===== config.mk =====
export PLATFORM = sky130hd
export DESIGN_NAME = dirty_region_tracker_flat
export DESIGN_NICKNAME = d
export VERILOG_FILES = /design/src/rtl/drt_pkg.sv /design/src/rtl/drt_req_if.sv /design/src/rtl/drt_rsp_if.sv /design/src/rtl/dirty_region_tracker.sv /design/src/rtl/drt_rect_ram.sv /design/src/rtl/drt_seq.sv /design/src/flat_wrapper.sv
export SDC_FILE = /design/constraint.sdc
export NUM_CORES = 2
export LEC_CHECK = 0
export BUFFER_PORTS_ARGS = -buffer_cell sky130_fd_sc_hd__buf_2
export CORE_ASPECT_RATIO = 1.2
export CORE_MARGIN = 4
export CORE_UTILIZATION = 56
export CTS_BUF_LIST = sky130_fd_sc_hd__clkbuf_8
export CTS_CLUSTER_DIAMETER = 200
export DETAILED_ROUTE_END_ITERATION = 12
export PLACE_DENSITY = 0.72
export RECOVER_POWER = 50
export SYNTH_ARGS = -nofsm -noshare
export SYNTH_HDL_FRONTEND = slang
export SYNTH_SLANG_ARGS = --single-unit

===== constraint.sdc =====
create_clock -name clock -period 12 [get_ports clock]
set_input_delay 1.2 -clock clock [delete_from_list [all_inputs] [get_ports clock]]
set_output_delay 1.2 -clock clock [all_outputs]
set_load 0.01 [all_outputs]

===== src/rtl/drt_pkg.sv =====
// ----------------------------------------------------------------------------
// drt_pkg
// Shared types, constants and rectangle helpers for the dirty region tracker.
// ----------------------------------------------------------------------------
package drt_pkg;

   localparam int MAX_RECTS = 16;
   localparam int IDX_W     = $clog2(MAX_RECTS);
   localparam int CNT_W     = $clog2(MAX_RECTS + 1);
   localparam int COORD_W   = 15;
   localparam int COUNT_OUT_W = 5;

   typedef enum logic [1:0] {
      CMD_CLEAR = 2'd0,
      CMD_ADD   = 2'd1,
      CMD_READ  = 2'd2,
      CMD_NOP   = 2'd3
   } cmd_type;

   typedef enum logic [0:0] {
      REG_SCREEN_WIDTH  = 1'b0,
      REG_SCREEN_HEIGHT = 1'b1
   } reg_index_type;

   typedef enum logic [3:0] {
      ST_IDLE,
      ST_ADD,
      ST_SC_I,
      ST_SC_C,
      ST_CP_I,
      ST_CP_A,
      ST_CP_J,
      ST_CP_B,
      ST_CP_SH,
      ST_CP_SW,
      ST_RD_I,
      ST_RD_O,
      ST_EMIT
   } state_type;

   typedef struct packed {
      logic [COORD_W-1:0] h;
      logic [COORD_W-1:0] w;
      logic [COORD_W-1:0] t;
      logic [COORD_W-1:0] l;
   } box_type;

   typedef struct packed {
      logic             we;
      logic [IDX_W-1:0] waddr;
      box_type          wdata;
      logic             re;
      logic [IDX_W-1:0] raddr;
   } ram_req_type;

   // strict half-open intersection
   function automatic logic boxes_overlap(box_type a, box_type b);
      logic [COORD_W:0] ar, br, ab, bb;
      ar = {1'b0, a.l} + {1'b0, a.w};
      br = {1'b0, b.l} + {1'b0, b.w};
      ab = {1'b0, a.t} + {1'b0, a.h};
      bb = {1'b0, b.t} + {1'b0, b.h};
      return ({1'b0, a.l} < br) && ({1'b0, b.l} < ar) &&
             ({1'b0, a.t} < bb) && ({1'b0, b.t} < ab);
   endfunction

   function automatic box_type bound_box(box_type a, box_type b);
      logic [COORD_W:0] ar, br, ab, bb, rr, rb;
      box_type r;
      ar  = {1'b0, a.l} + {1'b0, a.w};
      br  = {1'b0, b.l} + {1'b0, b.w};
      ab  = {1'b0, a.t} + {1'b0, a.h};
      bb  = {1'b0, b.t} + {1'b0, b.h};
      rr  = (ar > br) ? ar : br;
      rb  = (ab > bb) ? ab : bb;
      r.l = (a.l < b.l) ? a.l : b.l;
      r.t = (a.t < b.t) ? a.t : b.t;
      r.w = COORD_W'(rr - {1'b0, r.l});
      r.h = COORD_W'(rb - {1'b0, r.t});
      return r;
   endfunction

endpackage


===== src/rtl/drt_req_if.sv =====
// ----------------------------------------------------------------------------
// drt_req_if
// Command channel: valid/ready with the command and a signed rectangle.
// ----------------------------------------------------------------------------
interface drt_req_if;
   logic               valid;
   logic               ready;
   logic [1:0]         cmd;
   logic signed [15:0] rect_left;
   logic signed [15:0] rect_top;
   logic signed [15:0] rect_width;
   logic signed [15:0] rect_height;

   modport source (output valid, cmd, rect_left, rect_top, rect_width, rect_height,
                   input ready);
   modport sink   (input valid, cmd, rect_left, rect_top, rect_width, rect_height,
                   output ready);
endinterface


===== src/rtl/drt_rsp_if.sv =====
// ----------------------------------------------------------------------------
// drt_rsp_if
// Result channel: valid/ready with one listed rectangle or a status word.
// ----------------------------------------------------------------------------
interface drt_rsp_if;
   logic        valid;
   logic        ready;
   logic [14:0] out_left;
   logic [14:0] out_top;
   logic [14:0] out_width;
   logic [14:0] out_height;
   logic        entry_valid;
   logic [4:0]  list_count;
   logic        overflowed;
   logic        last;

   modport source (output valid, out_left, out_top, out_width, out_height,
                   entry_valid, list_count, overflowed, last, input ready);
   modport sink   (input valid, out_left, out_top, out_width, out_height,
                   entry_valid, list_count, overflowed, last, output ready);
endinterface


===== src/rtl/dirty_region_tracker.sv =====
// ----------------------------------------------------------------------------
// dirty_region_tracker
// Keeps a list of up to MAX_RECTS screen update rectangles in one memory.
// ----------------------------------------------------------------------------
// One command is worked at a time; the rectangle memory has one read and one
// write port, and every memory visit reads, then uses the registered data.
// Clear, unused command and read of an empty list: the sequencer goes to the
// emit state, which loads the status transaction into the output register
// once that is free, and then returns to idle for the next command.
// Read: each stored rectangle is read, then loaded into the output register
// once that is free. Add: after the drop and overflow check, the list is
// scanned entry by entry for a merge target, then compacted by pair tests and
// by shifting entries down, restarting from the top after every merge. A new
// command is taken as soon as the sequencer is idle, even while the last
// result still waits in the output register.
module dirty_region_tracker (
   input  logic                        clock,
   input  logic                        reset,
   drt_req_if.sink                     req_if,
   drt_rsp_if.source                   rsp_if,
   input  logic                        csr_we,
   input  logic [0:0]                  csr_index,
   input  logic [drt_pkg::COORD_W-1:0] csr_wdata
);

   logic [drt_pkg::COORD_W-1:0] screen_w_ff, screen_h_ff;
   drt_pkg::ram_req_type ram_req;
   drt_pkg::box_type     ram_rdata;

   always_ff @(posedge clock) begin
      if (reset) begin
         screen_w_ff <= drt_pkg::COORD_W'(320);
         screen_h_ff <= drt_pkg::COORD_W'(240);
      end else if (csr_we) begin
         case (drt_pkg::reg_index_type'(csr_index))
            drt_pkg::REG_SCREEN_WIDTH:  screen_w_ff <= csr_wdata;
            drt_pkg::REG_SCREEN_HEIGHT: screen_h_ff <= csr_wdata;
            default: ;
         endcase
      end
   end

   drt_seq u_seq (
      .clock     (clock),
      .reset     (reset),
      .req_if    (req_if),
      .rsp_if    (rsp_if),
      .screen_w  (screen_w_ff),
      .screen_h  (screen_h_ff),
      .ram_req   (ram_req),
      .ram_rdata (ram_rdata)
   );

   drt_rect_ram u_ram (
      .clock     (clock),
      .ram_req   (ram_req),
      .ram_rdata (ram_rdata)
   );

endmodule


===== src/rtl/drt_rect_ram.sv =====
// ----------------------------------------------------------------------------
// drt_rect_ram
// Rectangle list storage: one write port, one read port, registered read.
// ----------------------------------------------------------------------------
module drt_rect_ram (
   input  logic                  clock,
   input  drt_pkg::ram_req_type  ram_req,
   output drt_pkg::box_type      ram_rdata
);

   drt_pkg::box_type mem [drt_pkg::MAX_RECTS];
   drt_pkg::box_type rdata_ff;

   always_ff @(posedge clock) begin
      if (ram_req.we) begin
         mem[ram_req.waddr] <= ram_req.wdata;
      end
   end

   always_ff @(posedge clock) begin
      if (ram_req.re) begin
         rdata_ff <= mem[ram_req.raddr];
      end
   end

   assign ram_rdata = rdata_ff;

endmodule


===== src/rtl/drt_seq.sv =====
// ----------------------------------------------------------------------------
// drt_seq
// Command sequencer: clip, merge scan, list compaction and read-out over the
// rectangle memory, plus the result output register.
// ----------------------------------------------------------------------------
module drt_seq (
   input  logic                          clock,
   input  logic                          reset,
   drt_req_if.sink                       req_if,
   drt_rsp_if.source                     rsp_if,
   input  logic [drt_pkg::COORD_W-1:0]   screen_w,
   input  logic [drt_pkg::COORD_W-1:0]   screen_h,
   output drt_pkg::ram_req_type          ram_req,
   input  drt_pkg::box_type              ram_rdata
);

   localparam int CW = drt_pkg::CNT_W;
   localparam int IW = drt_pkg::IDX_W;

   drt_pkg::state_type state_ff, state_in;
   logic [CW-1:0] count_ff, count_in;
   logic [CW-1:0] i_ff, i_in, j_ff, j_in, k_ff, k_in;
   drt_pkg::box_type nb_ff, nb_in, a_ff, a_in;
   logic drop_ff, drop_in, ovf_ff, ovf_in;

   logic rsp_valid_ff, rsp_valid_in;
   drt_pkg::box_type out_box_ff, out_box_in;
   logic out_entry_ff, out_entry_in, out_ovf_ff, out_ovf_in, out_last_ff, out_last_in;
   logic [drt_pkg::COUNT_OUT_W-1:0] out_count_ff, out_count_in;

   // clip of the incoming rectangle in 18-bit signed arithmetic
   logic signed [17:0] cx, cy, cw, ch, cx2, cy2, cx1c, cy1c, cx2c, cy2c, sw_s, sh_s;
   logic clip_drop;
   drt_pkg::box_type clip_box, full_box;
   logic out_free, accept;

   always_comb begin
      cx   = 18'(req_if.rect_left);
      cy   = 18'(req_if.rect_top);
      cw   = 18'(req_if.rect_width);
      ch   = 18'(req_if.rect_height);
      sw_s = 18'($signed({1'b0, screen_w}));
      sh_s = 18'($signed({1'b0, screen_h}));
      cx2  = cx + cw;
      cy2  = cy + ch;
      cx1c = (cx < 0) ? 18'sd0 : cx;
      cy1c = (cy < 0) ? 18'sd0 : cy;
      cx2c = (cx2 > sw_s) ? sw_s : cx2;
      cy2c = (cy2 > sh_s) ? sh_s : cy2;
      clip_drop = (cw <= 0) || (ch <= 0) || (cx1c >= cx2c) || (cy1c >= cy2c);
      clip_box.l = cx1c[14:0];
      clip_box.t = cy1c[14:0];
      clip_box.w = 15'(cx2c - cx1c);
      clip_box.h = 15'(cy2c - cy1c);
      full_box.l = '0;
      full_box.t = '0;
      full_box.w = screen_w;
      full_box.h = screen_h;
   end

   assign out_free      = !rsp_valid_ff || rsp_if.ready;
   assign req_if.ready  = (state_ff == drt_pkg::ST_IDLE);
   assign accept        = req_if.valid && req_if.ready;

   always_comb begin
      state_in     = state_ff;
      count_in     = count_ff;
      i_in         = i_ff;
      j_in         = j_ff;
      k_in         = k_ff;
      nb_in        = nb_ff;
      a_in         = a_ff;
      drop_in      = drop_ff;
      ovf_in       = ovf_ff;
      rsp_valid_in = rsp_valid_ff && !rsp_if.ready;
      out_box_in   = out_box_ff;
      out_entry_in = out_entry_ff;
      out_ovf_in   = out_ovf_ff;
      out_last_in  = out_last_ff;
      out_count_in = out_count_ff;
      ram_req      = '0;

      case (state_ff)
         drt_pkg::ST_IDLE: begin
            if (accept) begin
               ovf_in = 1'b0;
               case (drt_pkg::cmd_type'(req_if.cmd))
                  drt_pkg::CMD_CLEAR: begin
                     count_in = '0;
                     state_in = drt_pkg::ST_EMIT;
                  end
                  drt_pkg::CMD_ADD: begin
                     nb_in    = clip_box;
                     drop_in  = clip_drop;
                     state_in = drt_pkg::ST_ADD;
                  end
                  drt_pkg::CMD_READ: begin
                     k_in     = '0;
                     state_in = (count_ff == '0) ? drt_pkg::ST_EMIT : drt_pkg::ST_RD_I;
                  end
                  default: state_in = drt_pkg::ST_EMIT;
               endcase
            end
         end
         drt_pkg::ST_ADD: begin
            if (drop_ff) begin
               state_in = drt_pkg::ST_EMIT;
            end else if (count_ff >= CW'(drt_pkg::MAX_RECTS)) begin
               ram_req.we    = 1'b1;
               ram_req.waddr = '0;
               ram_req.wdata = full_box;
               count_in      = CW'(1);
               ovf_in        = 1'b1;
               state_in      = drt_pkg::ST_EMIT;
            end else begin
               i_in     = '0;
               state_in = drt_pkg::ST_SC_I;
            end
         end
         drt_pkg::ST_SC_I: begin
            if (i_ff >= count_ff) begin
               ram_req.we    = 1'b1;
               ram_req.waddr = count_ff[IW-1:0];
               ram_req.wdata = nb_ff;
               count_in      = count_ff + CW'(1);
               i_in          = '0;
               state_in      = drt_pkg::ST_CP_I;
            end else begin
               ram_req.re    = 1'b1;
               ram_req.raddr = i_ff[IW-1:0];
               state_in      = drt_pkg::ST_SC_C;
            end
         end
         drt_pkg::ST_SC_C: begin
            if (drt_pkg::boxes_overlap(ram_rdata, nb_ff)) begin
               ram_req.we    = 1'b1;
               ram_req.waddr = i_ff[IW-1:0];
               ram_req.wdata = drt_pkg::bound_box(ram_rdata, nb_ff);
               i_in          = '0;
               state_in      = drt_pkg::ST_CP_I;
            end else begin
               i_in     = i_ff + CW'(1);
               state_in = drt_pkg::ST_SC_I;
            end
         end
         // compaction: first overlapping pair (i, j) merges into i, tail shifts down
         drt_pkg::ST_CP_I: begin
            if ((i_ff + CW'(1)) >= count_ff) begin
               state_in = drt_pkg::ST_EMIT;
            end else begin
               ram_req.re    = 1'b1;
               ram_req.raddr = i_ff[IW-1:0];
               state_in      = drt_pkg::ST_CP_A;
            end
         end
         drt_pkg::ST_CP_A: begin
            a_in     = ram_rdata;
            j_in     = i_ff + CW'(1);
            state_in = drt_pkg::ST_CP_J;
         end
         drt_pkg::ST_CP_J: begin
            if (j_ff >= count_ff) begin
               i_in     = i_ff + CW'(1);
               state_in = drt_pkg::ST_CP_I;
            end else begin
               ram_req.re    = 1'b1;
               ram_req.raddr = j_ff[IW-1:0];
               state_in      = drt_pkg::ST_CP_B;
            end
         end
         drt_pkg::ST_CP_B: begin
            if (drt_pkg::boxes_overlap(a_ff, ram_rdata)) begin
               ram_req.we    = 1'b1;
               ram_req.waddr = i_ff[IW-1:0];
               ram_req.wdata = drt_pkg::bound_box(a_ff, ram_rdata);
               k_in          = j_ff;
               state_in      = drt_pkg::ST_CP_SH;
            end else begin
               j_in     = j_ff + CW'(1);
               state_in = drt_pkg::ST_CP_J;
            end
         end
         drt_pkg::ST_CP_SH: begin
            if ((k_ff + CW'(1)) >= count_ff) begin
               count_in = count_ff - CW'(1);
               i_in     = '0;
               state_in = drt_pkg::ST_CP_I;
            end else begin
               ram_req.re    = 1'b1;
               ram_req.raddr = IW'(k_ff + CW'(1));
               state_in      = drt_pkg::ST_CP_SW;
            end
         end
         drt_pkg::ST_CP_SW: begin
            ram_req.we    = 1'b1;
            ram_req.waddr = k_ff[IW-1:0];
            ram_req.wdata = ram_rdata;
            k_in          = k_ff + CW'(1);
            state_in      = drt_pkg::ST_CP_SH;
         end
         drt_pkg::ST_RD_I: begin
            ram_req.re    = 1'b1;
            ram_req.raddr = k_ff[IW-1:0];
            state_in      = drt_pkg::ST_RD_O;
         end
         drt_pkg::ST_RD_O: begin
            if (out_free) begin
               rsp_valid_in = 1'b1;
               out_box_in   = ram_rdata;
               out_entry_in = 1'b1;
               out_ovf_in   = 1'b0;
               out_count_in = drt_pkg::COUNT_OUT_W'(count_ff);
               out_last_in  = ((k_ff + CW'(1)) == count_ff);
               k_in         = k_ff + CW'(1);
               state_in     = out_last_in ? drt_pkg::ST_IDLE : drt_pkg::ST_RD_I;
            end
         end
         drt_pkg::ST_EMIT: begin
            if (out_free) begin
               rsp_valid_in = 1'b1;
               out_box_in   = '0;
               out_entry_in = 1'b0;
               out_ovf_in   = ovf_ff;
               out_count_in = drt_pkg::COUNT_OUT_W'(count_ff);
               out_last_in  = 1'b1;
               state_in     = drt_pkg::ST_IDLE;
            end
         end
         default: state_in = drt_pkg::ST_IDLE;
      endcase
   end

   always_ff @(posedge clock) begin
      if (reset) begin
         state_ff     <= drt_pkg::ST_IDLE;
         count_ff     <= '0;
         rsp_valid_ff <= 1'b0;
      end else begin
         state_ff     <= state_in;
         count_ff     <= count_in;
         rsp_valid_ff <= rsp_valid_in;
      end
   end

   always_ff @(posedge clock) begin
      i_ff         <= i_in;
      j_ff         <= j_in;
      k_ff         <= k_in;
      nb_ff        <= nb_in;
      a_ff         <= a_in;
      drop_ff      <= drop_in;
      ovf_ff       <= ovf_in;
      out_box_ff   <= out_box_in;
      out_entry_ff <= out_entry_in;
      out_ovf_ff   <= out_ovf_in;
      out_last_ff  <= out_last_in;
      out_count_ff <= out_count_in;
   end

   assign rsp_if.valid       = rsp_valid_ff;
   assign rsp_if.out_left    = out_box_ff.l;
   assign rsp_if.out_top     = out_box_ff.t;
   assign rsp_if.out_width   = out_box_ff.w;
   assign rsp_if.out_height  = out_box_ff.h;
   assign rsp_if.entry_valid = out_entry_ff;
   assign rsp_if.list_count  = out_count_ff;
   assign rsp_if.overflowed  = out_ovf_ff;
   assign rsp_if.last        = out_last_ff;

endmodule


===== src/flat_wrapper.sv =====
// flat-port wrapper written by rule: the top's interface ports become plain ports
module dirty_region_tracker_flat 
  (clock, reset, csr_we, csr_index, csr_wdata, req_if_valid, req_if_cmd, req_if_rect_left, req_if_rect_top, req_if_rect_width, req_if_rect_height, req_if_ready, rsp_if_valid, rsp_if_out_left, rsp_if_out_top, rsp_if_out_width, rsp_if_out_height, rsp_if_entry_valid, rsp_if_list_count, rsp_if_overflowed, rsp_if_last, rsp_if_ready);
  drt_req_if req_if_i ();
  drt_rsp_if rsp_if_i ();
  input  logic clock;
  input  logic reset;
  input  logic csr_we;
  input  logic [0:0] csr_index;
  input  logic [drt_pkg::COORD_W-1:0] csr_wdata;
  input wire logic [$bits(req_if_i.valid)-1:0] req_if_valid;
  input wire logic [$bits(req_if_i.cmd)-1:0] req_if_cmd;
  input wire logic [$bits(req_if_i.rect_left)-1:0] req_if_rect_left;
  input wire logic [$bits(req_if_i.rect_top)-1:0] req_if_rect_top;
  input wire logic [$bits(req_if_i.rect_width)-1:0] req_if_rect_width;
  input wire logic [$bits(req_if_i.rect_height)-1:0] req_if_rect_height;
  output wire logic [$bits(req_if_i.ready)-1:0] req_if_ready;
  output wire logic [$bits(rsp_if_i.valid)-1:0] rsp_if_valid;
  output wire logic [$bits(rsp_if_i.out_left)-1:0] rsp_if_out_left;
  output wire logic [$bits(rsp_if_i.out_top)-1:0] rsp_if_out_top;
  output wire logic [$bits(rsp_if_i.out_width)-1:0] rsp_if_out_width;
  output wire logic [$bits(rsp_if_i.out_height)-1:0] rsp_if_out_height;
  output wire logic [$bits(rsp_if_i.entry_valid)-1:0] rsp_if_entry_valid;
  output wire logic [$bits(rsp_if_i.list_count)-1:0] rsp_if_list_count;
  output wire logic [$bits(rsp_if_i.overflowed)-1:0] rsp_if_overflowed;
  output wire logic [$bits(rsp_if_i.last)-1:0] rsp_if_last;
  input wire logic [$bits(rsp_if_i.ready)-1:0] rsp_if_ready;
  assign req_if_i.valid = req_if_valid;
  assign req_if_i.cmd = req_if_cmd;
  assign req_if_i.rect_left = req_if_rect_left;
  assign req_if_i.rect_top = req_if_rect_top;
  assign req_if_i.rect_width = req_if_rect_width;
  assign req_if_i.rect_height = req_if_rect_height;
  assign req_if_ready = req_if_i.ready;
  assign rsp_if_valid = rsp_if_i.valid;
  assign rsp_if_out_left = rsp_if_i.out_left;
  assign rsp_if_out_top = rsp_if_i.out_top;
  assign rsp_if_out_width = rsp_if_i.out_width;
  assign rsp_if_out_height = rsp_if_i.out_height;
  assign rsp_if_entry_valid = rsp_if_i.entry_valid;
  assign rsp_if_list_count = rsp_if_i.list_count;
  assign rsp_if_overflowed = rsp_if_i.overflowed;
  assign rsp_if_last = rsp_if_i.last;
  assign rsp_if_i.ready = rsp_if_ready;
  dirty_region_tracker u_core (.clock(clock), .reset(reset), .req_if(req_if_i), .rsp_if(rsp_if_i), .csr_we(csr_we), .csr_index(csr_index), .csr_wdata(csr_wdata));
endmodule

* After elaboration in Yosys (flattened, before gate mapping) *
Memory sizes are Yosys's and may differ from the RTL's. A register that Yosys moved wholly into a read port is not among the register bits.
Cells that the tools add are included.

storage, ports and cells
  RAM bits = 960
  memories = 1
  register bits after elaboration = 245
  ROM bits = 0
  bits in latches = 0
  logic and storage cells = 216
  input port bits = 87
  output and inout bits = 70

memory list
  name              depth  bits a word  read ports  clocked after memory_dff  write ports  line                RTL
  u_core.u_ram.mem  16     60           1           1                         1            drt_rect_ram.sv:11  drt_pkg::box_type mem [drt_pkg::MAX_RECTS];

operators by class
  equal/unequal tests = 28
  reductions and logical operators = 35
  muxes and demuxes = 77
  shift operators = 0
  multiply operators = 0
  $add $sub $neg = 19
  order comparisons = 29
  bitwise logic cells = 1
  divide/modulo/power cells = 0

operator list
  cell                                                              count
  2-to-1 mux 65 bit                                                 5
  one-hot mux 65 bit (5 select lines)                               1
  less-than comparator 15 x 16 -> 1 bit                             8
  2-to-1 mux 15 bit                                                 8
  2-to-1 mux 60 bit                                                 2
  one-hot mux 60 bit (2 select lines)                               1
  2-to-1 mux 5 bit                                                  21
  adder 15 x 15 -> 16 bit                                           6
  subtractor 15 bit                                                 6
  2-to-1 mux 18 bit                                                 4
  greater-than comparator 16 bit                                    4
  less-than comparator 15 bit                                       4
  one-hot mux 4 bit (13 select lines)                               1
  one-hot mux 5 bit (5 select lines)                                2
  one-hot mux 5 bit (4 select lines)                                2
  greater-or-equal comparator 18 bit                                2
  2-to-1 mux 4 bit                                                  9
  adder 16 x 16 -> 17 bit                                           2
  less-or-equal comparator 16 x 1 -> 1 bit (second input constant)  2
  less-than comparator 16 x 1 -> 1 bit (second input constant)      2
  adder 5 x 1 -> 5 bit (second input constant)                      4
  == test 4 bit (second input constant)                             5
  greater-or-equal comparator 5 bit                                 4
  != test 2 bit (second input constant)                             10
  other kinds (34)                                                  74

* Depth between registers and ports, before layout *
  depth after elaboration = 9
  mapped depth = 35
  gate-level depth less buffers = 33

* Cells and area by module *
A second synthesis with hierarchy kept.

second synthesis, totals
  cells, all modules = 4750
  area total of the unflattened synthesis = 66107.2 um^2

modules (own cells, without submodules)
  module                times used  sequential area each (um^2)  cells an instance  area each (um^2)
  drt_rect_ram          1           30629.4                      1548               37708.7
  drt_seq               1           6356.1                       3083               27141.0
  dirty_region_tracker  1           600.6                        119                1257.5

* Least setup slack after synthesis *
OpenSTA, ideal clock, no wires.

  path type = flip-flop to flip-flop
  start = register u_core.u_ram.ram_rdata[1] (netlist name)
  end = memory u_core.u_ram.mem[5][0] in the netlist's numbering (enable)
  clock period less this slack = 10.851 ns
  data required time = 11.373 ns
  path buffers = 0
  stages on the path, launching flop included = 22
  arrival time = 10.224 ns
  path slack = 1.149 ns
  setup time = 0.627 ns
  cells stage by stage = edfxtp_1 -> ha_1 -> a211oi_1 -> nor2_1 -> o31a_1 -> o21ai_0 -> nand2b_1 -> a21o_1 -> a21o_1 -> xor2_1 -> inv_1 -> ha_1 -> a21o_1 -> a2111oi_0 -> o211ai_1 -> a21oi_1 -> o21ai_0 -> a22oi_1 -> o211ai_2 -> o22ai_2 -> a21boi_1 -> nor4_1

between the ends
  word-level cells in the longest chain between the ends = 9
  elaborated cells between the ends (all ways) = 16
  classes of those cells = add/sub: 1; order compare: 4; mux: 5; reduce/logical: 6

ends and longest elaborated chain
  what                                    line                            RTL
  adder 15 x 15 -> 16 bit                 drt_pkg.sv:59, drt_pkg.sv:60
  less-than comparator 15 x 16 -> 1 bit   drt_pkg.sv:63                   return ({1'b0, a.l} < br) && ({1'b0, b.l} < ar) &&
  logical AND 1 bit (2 in series)         drt_pkg.sv:63
  logical AND 1 bit                       drt_pkg.sv:64                   ({1'b0, a.t} < bb) && ({1'b0, b.t} < ab);
  2-to-1 mux 65 bit (on tied branches)    drt_seq.sv:172, drt_seq.sv:135
  one-hot mux 65 bit (5 select lines) *   drt_seq.sv:83                   case (state_ff)
  2-to-1 mux 1 bit                        drt_rect_ram.sv:15              if (ram_req.we) begin
  2-to-1 mux 1 bit (not written as such)  drt_rect_ram.sv:16              mem[ram_req.waddr] <= ram_req.wdata;
  end, declared                           drt_rect_ram.sv:11

Mark *: on every way between the ends. The rest lies on a longest branch, timed or not.

* Worst setup path after layout *
  start = register u_core.u_ram.ram_rdata[1] (netlist name)
  end = memory u_core.u_ram.mem[1][40] in the netlist's numbering (enable)

between the ends
  word-level cells in the longest chain between the ends = 9
  elaborated cells between the ends (all ways) = 16
  classes of those cells = add/sub: 1; order compare: 4; mux: 5; reduce/logical: 6

ends and longest elaborated chain
  what                                    line
  adder 15 x 15 -> 16 bit                 drt_pkg.sv:59, drt_pkg.sv:60
  less-than comparator 15 x 16 -> 1 bit   drt_pkg.sv:63
  logical AND 1 bit (2 in series)         drt_pkg.sv:63
  logical AND 1 bit                       drt_pkg.sv:64
  2-to-1 mux 65 bit (on tied branches)    drt_seq.sv:172, drt_seq.sv:135
  one-hot mux 65 bit (5 select lines) *   drt_seq.sv:83
  2-to-1 mux 1 bit                        drt_rect_ram.sv:15
  2-to-1 mux 1 bit (not written as such)  drt_rect_ram.sv:16

Marks and branches as above.

==> results.ini <==
[worst_setup_path]
crit_path_start_kind=flop
reg2reg_from=u_core.u_ram.ram_rdata[1]$_DFFE_PP_
crit_arrival_ps=10290
worst-r2r-cell-count=25
worstPathRequired_ps=12520
path_class=reg2reg
end_kind=flop
critPathLaunch=u_core.u_ram.ram_rdata[1]$_DFFE_PP_
crit_fanout=42

[logic_synthesis]
netlist_instances=5534
ys_ff_latch=1265
ys_top_cells_by_area=edfxtp_1 (54%), ha_1 (9.7%), mux2i_1 (3.8%)
synth_edf_count=1225
synth_top_area_share_pct=53.9
syn-num-nets=6165
synth.avg_cell_area_um2=12.3
synth_warnings=0
synth_commonest_cells=edfxtp_1 (1,225), ha_1 (529), a211oi_1 (333)
ys_types=88
ys.flop_type=edfxtp_1
yosys.area.top_type=edfxtp_1
ys_seq_area_share_pct=55.0
synth.most_common_cell=edfxtp_1
netlist_area_mm2=0.0683
synthArstFlopShare_pct=0

[die]
rows=140
die-area_mm2=0.128
core_mm2=0.121
chipHeight_um=391
pin_count=157
initial_core_util_pct=56.3
die_w_um=327

[clocking]
root_buffer=clkbuf_8
cts.reportedPaths.clkPinSlew_ps=60
cts_buffers=188
cts_tree=built
clkSinkCount=1265
htree_levels=4
cts_hold_buf=0
post_cts_buffers=0
cts_buffer_depth=3
postCtsResizedCells=0
clkLatencyLatePin_ps=940

[detailed_routing]
detail_route.wl_per_cell_um=27.8
drc=0
num_vias=49300
first_iter_violations=5358
drt-pass1-iter-count=9
antenna_left=0
routed_wl_mm=208
viasPerCell=6.57

[outcome]
violations=capacitance limit, slew limit
status=complete, but fails checks

[sta]
min_period_ps=9770
slew_violations=687
finalSetupViolations=0
rsz0062_at_grt=no
period_share_pct=81.4
hold_viol_final=0
max_freq_mhz=102
worstMarginPinSlew_ps=4520
slew_headroom_pct=-201
tns_ps=0
finClkSkew_ps=51.1

[pwr]
power_density_mw_per_mm2=255
cellLeakagePower_nw=26.7
ir_drop_uv=234

[place]
hpwl_mm=136
dp_cells=7154
portBuffers=156
gp_routability_congestion=0.988

[hold_path]
hp-start=csr_wdata[4]
hold_path_class=in2reg
min_path_cells=3

[finish]
drive_gt1_share_pct=8.13
area_delta_synth_final_pct=8.55
nNetsFinal=6343
final_cells=7500

[global_routing]
antenna_found_initial=7
grt_pass1_wl_mm=306
overflow=0
grt_pass1_vias=47700
grt_max_degree=191
gr-usage-all-layers_pct=32.0

[flow_run]
drv_cap=22

-- worst paths after layout --
check / to / slack, ps
min: u_core.screen_h_ff[4]$_SDFFE_PP1P_ / 540
max reg2reg: u_core.u_ram.mem[1][40]$_DFFE_PP_ / 2230
max: u_core.u_ram.mem[1][40]$_DFFE_PP_ / 2230
min reg2reg: u_core.u_seq.rsp_if.overflowed$_SDFFCE_PN0P_ / 570
-- cells in the final DEF (no fill, tap or decap), drive strengths merged, types with 144 or more instances in the layout --
cell,n
o21ai,198
and3,323
nand2,231
a2111oi,196
edfxtp,1225
a21oi,269
ha,529
mux2i,261
nor2,229
clkbuf,321
inv,343
a211oi,336
buf,144
-- metal layers --
metal | global-route usage, % | share of wire (%)
met2 | 52.0 | 47
met5 | 0 | 0
met3 | 5.39 | 8.8
met4 | 12.7 | 4.1
met1 | 43.1 | 40
-- worst max-delay path, stage by stage, from the launching register on --
cell	delay (ps)
edfxtp_1	530
ha_1	360
a211oi_1	270
nor2_1	140
o31a_1	300
o21ai_0	160
nand2b_1	100
a21o_1	200
a21o_1	180
xor2_1	300
inv_1	150
ha_1	310
a21o_1	180
a2111oi_0	720
o211ai_1	190
a21oi_1	270
o21ai_0	140
a22oi_1	190
o211ai_2	110
clkbuf_1	330
or2_2	380
clkbuf_1	740
a311o_1	640
nor3_2	130
clkbuf_1	1400
buf_4	920
-- cells by family after synthesis --
group                      count (synthesis)  share of synthesized area [%]
buffers and inverters                    560                           3.38
xor gates and xnor gates                 175                           2.24
AOI/OAI and AO/OA                       1510                           15.8
and+or+nand+nor                         1189                           9.12
adders and majority gates                544                           10.1
DFF                                     1265                           55.0
muxes                                    291                           4.32
-- sequential cells by signal, indices dropped and copies added (netlist names), 60 cells and up --
| name | count |
|---|---|
| u_core.u_ram.mem | 960 |
| u_core.u_ram.ram_rdata | 60 |
| u_core.u_seq.nb_ff | 60 |
| u_core.u_seq.a_ff | 60 |
-- where the power goes --
group | switching (mW) | internal (mW)
registers | 0.327 | 5.25
logic | 6.23 | 3.83
clock network | 1.68 | 1.61
total | 8.23 | 10.7
-- layout make-up --
cell class	count	area, µm²
antenna	2	5.00
sequential	1265	37600
clock inverter	150	833
multi-input combinational	3709	28600
tap	1633	2040
clock buffer	193	2660
timing repair buffer	272	1410
inverter	276	1040
fill	9630	47100
-- metrics by stage --
stage | area [µm²] | utilization [%] | power, mW | hold slack [ps] | worst slack [ps]
after floorplan | 68300 | - | 12.6 | 461 | 1150
after global placement | 71000 | 58.6 | 15.3 | 521 | 3410
after detailed placement | 71000 | 58.6 | 15.5 | 549 | 3340
after CTS | 74500 | 61.5 | 18.8 | 462 | 3270
after global routing | 74100 | 61.2 | 20.1 | 512 | 1800
final | 74100 | 61.2 | 18.9 | 540 | 2230
No activity file was read; power rests on OpenSTA's default activity.
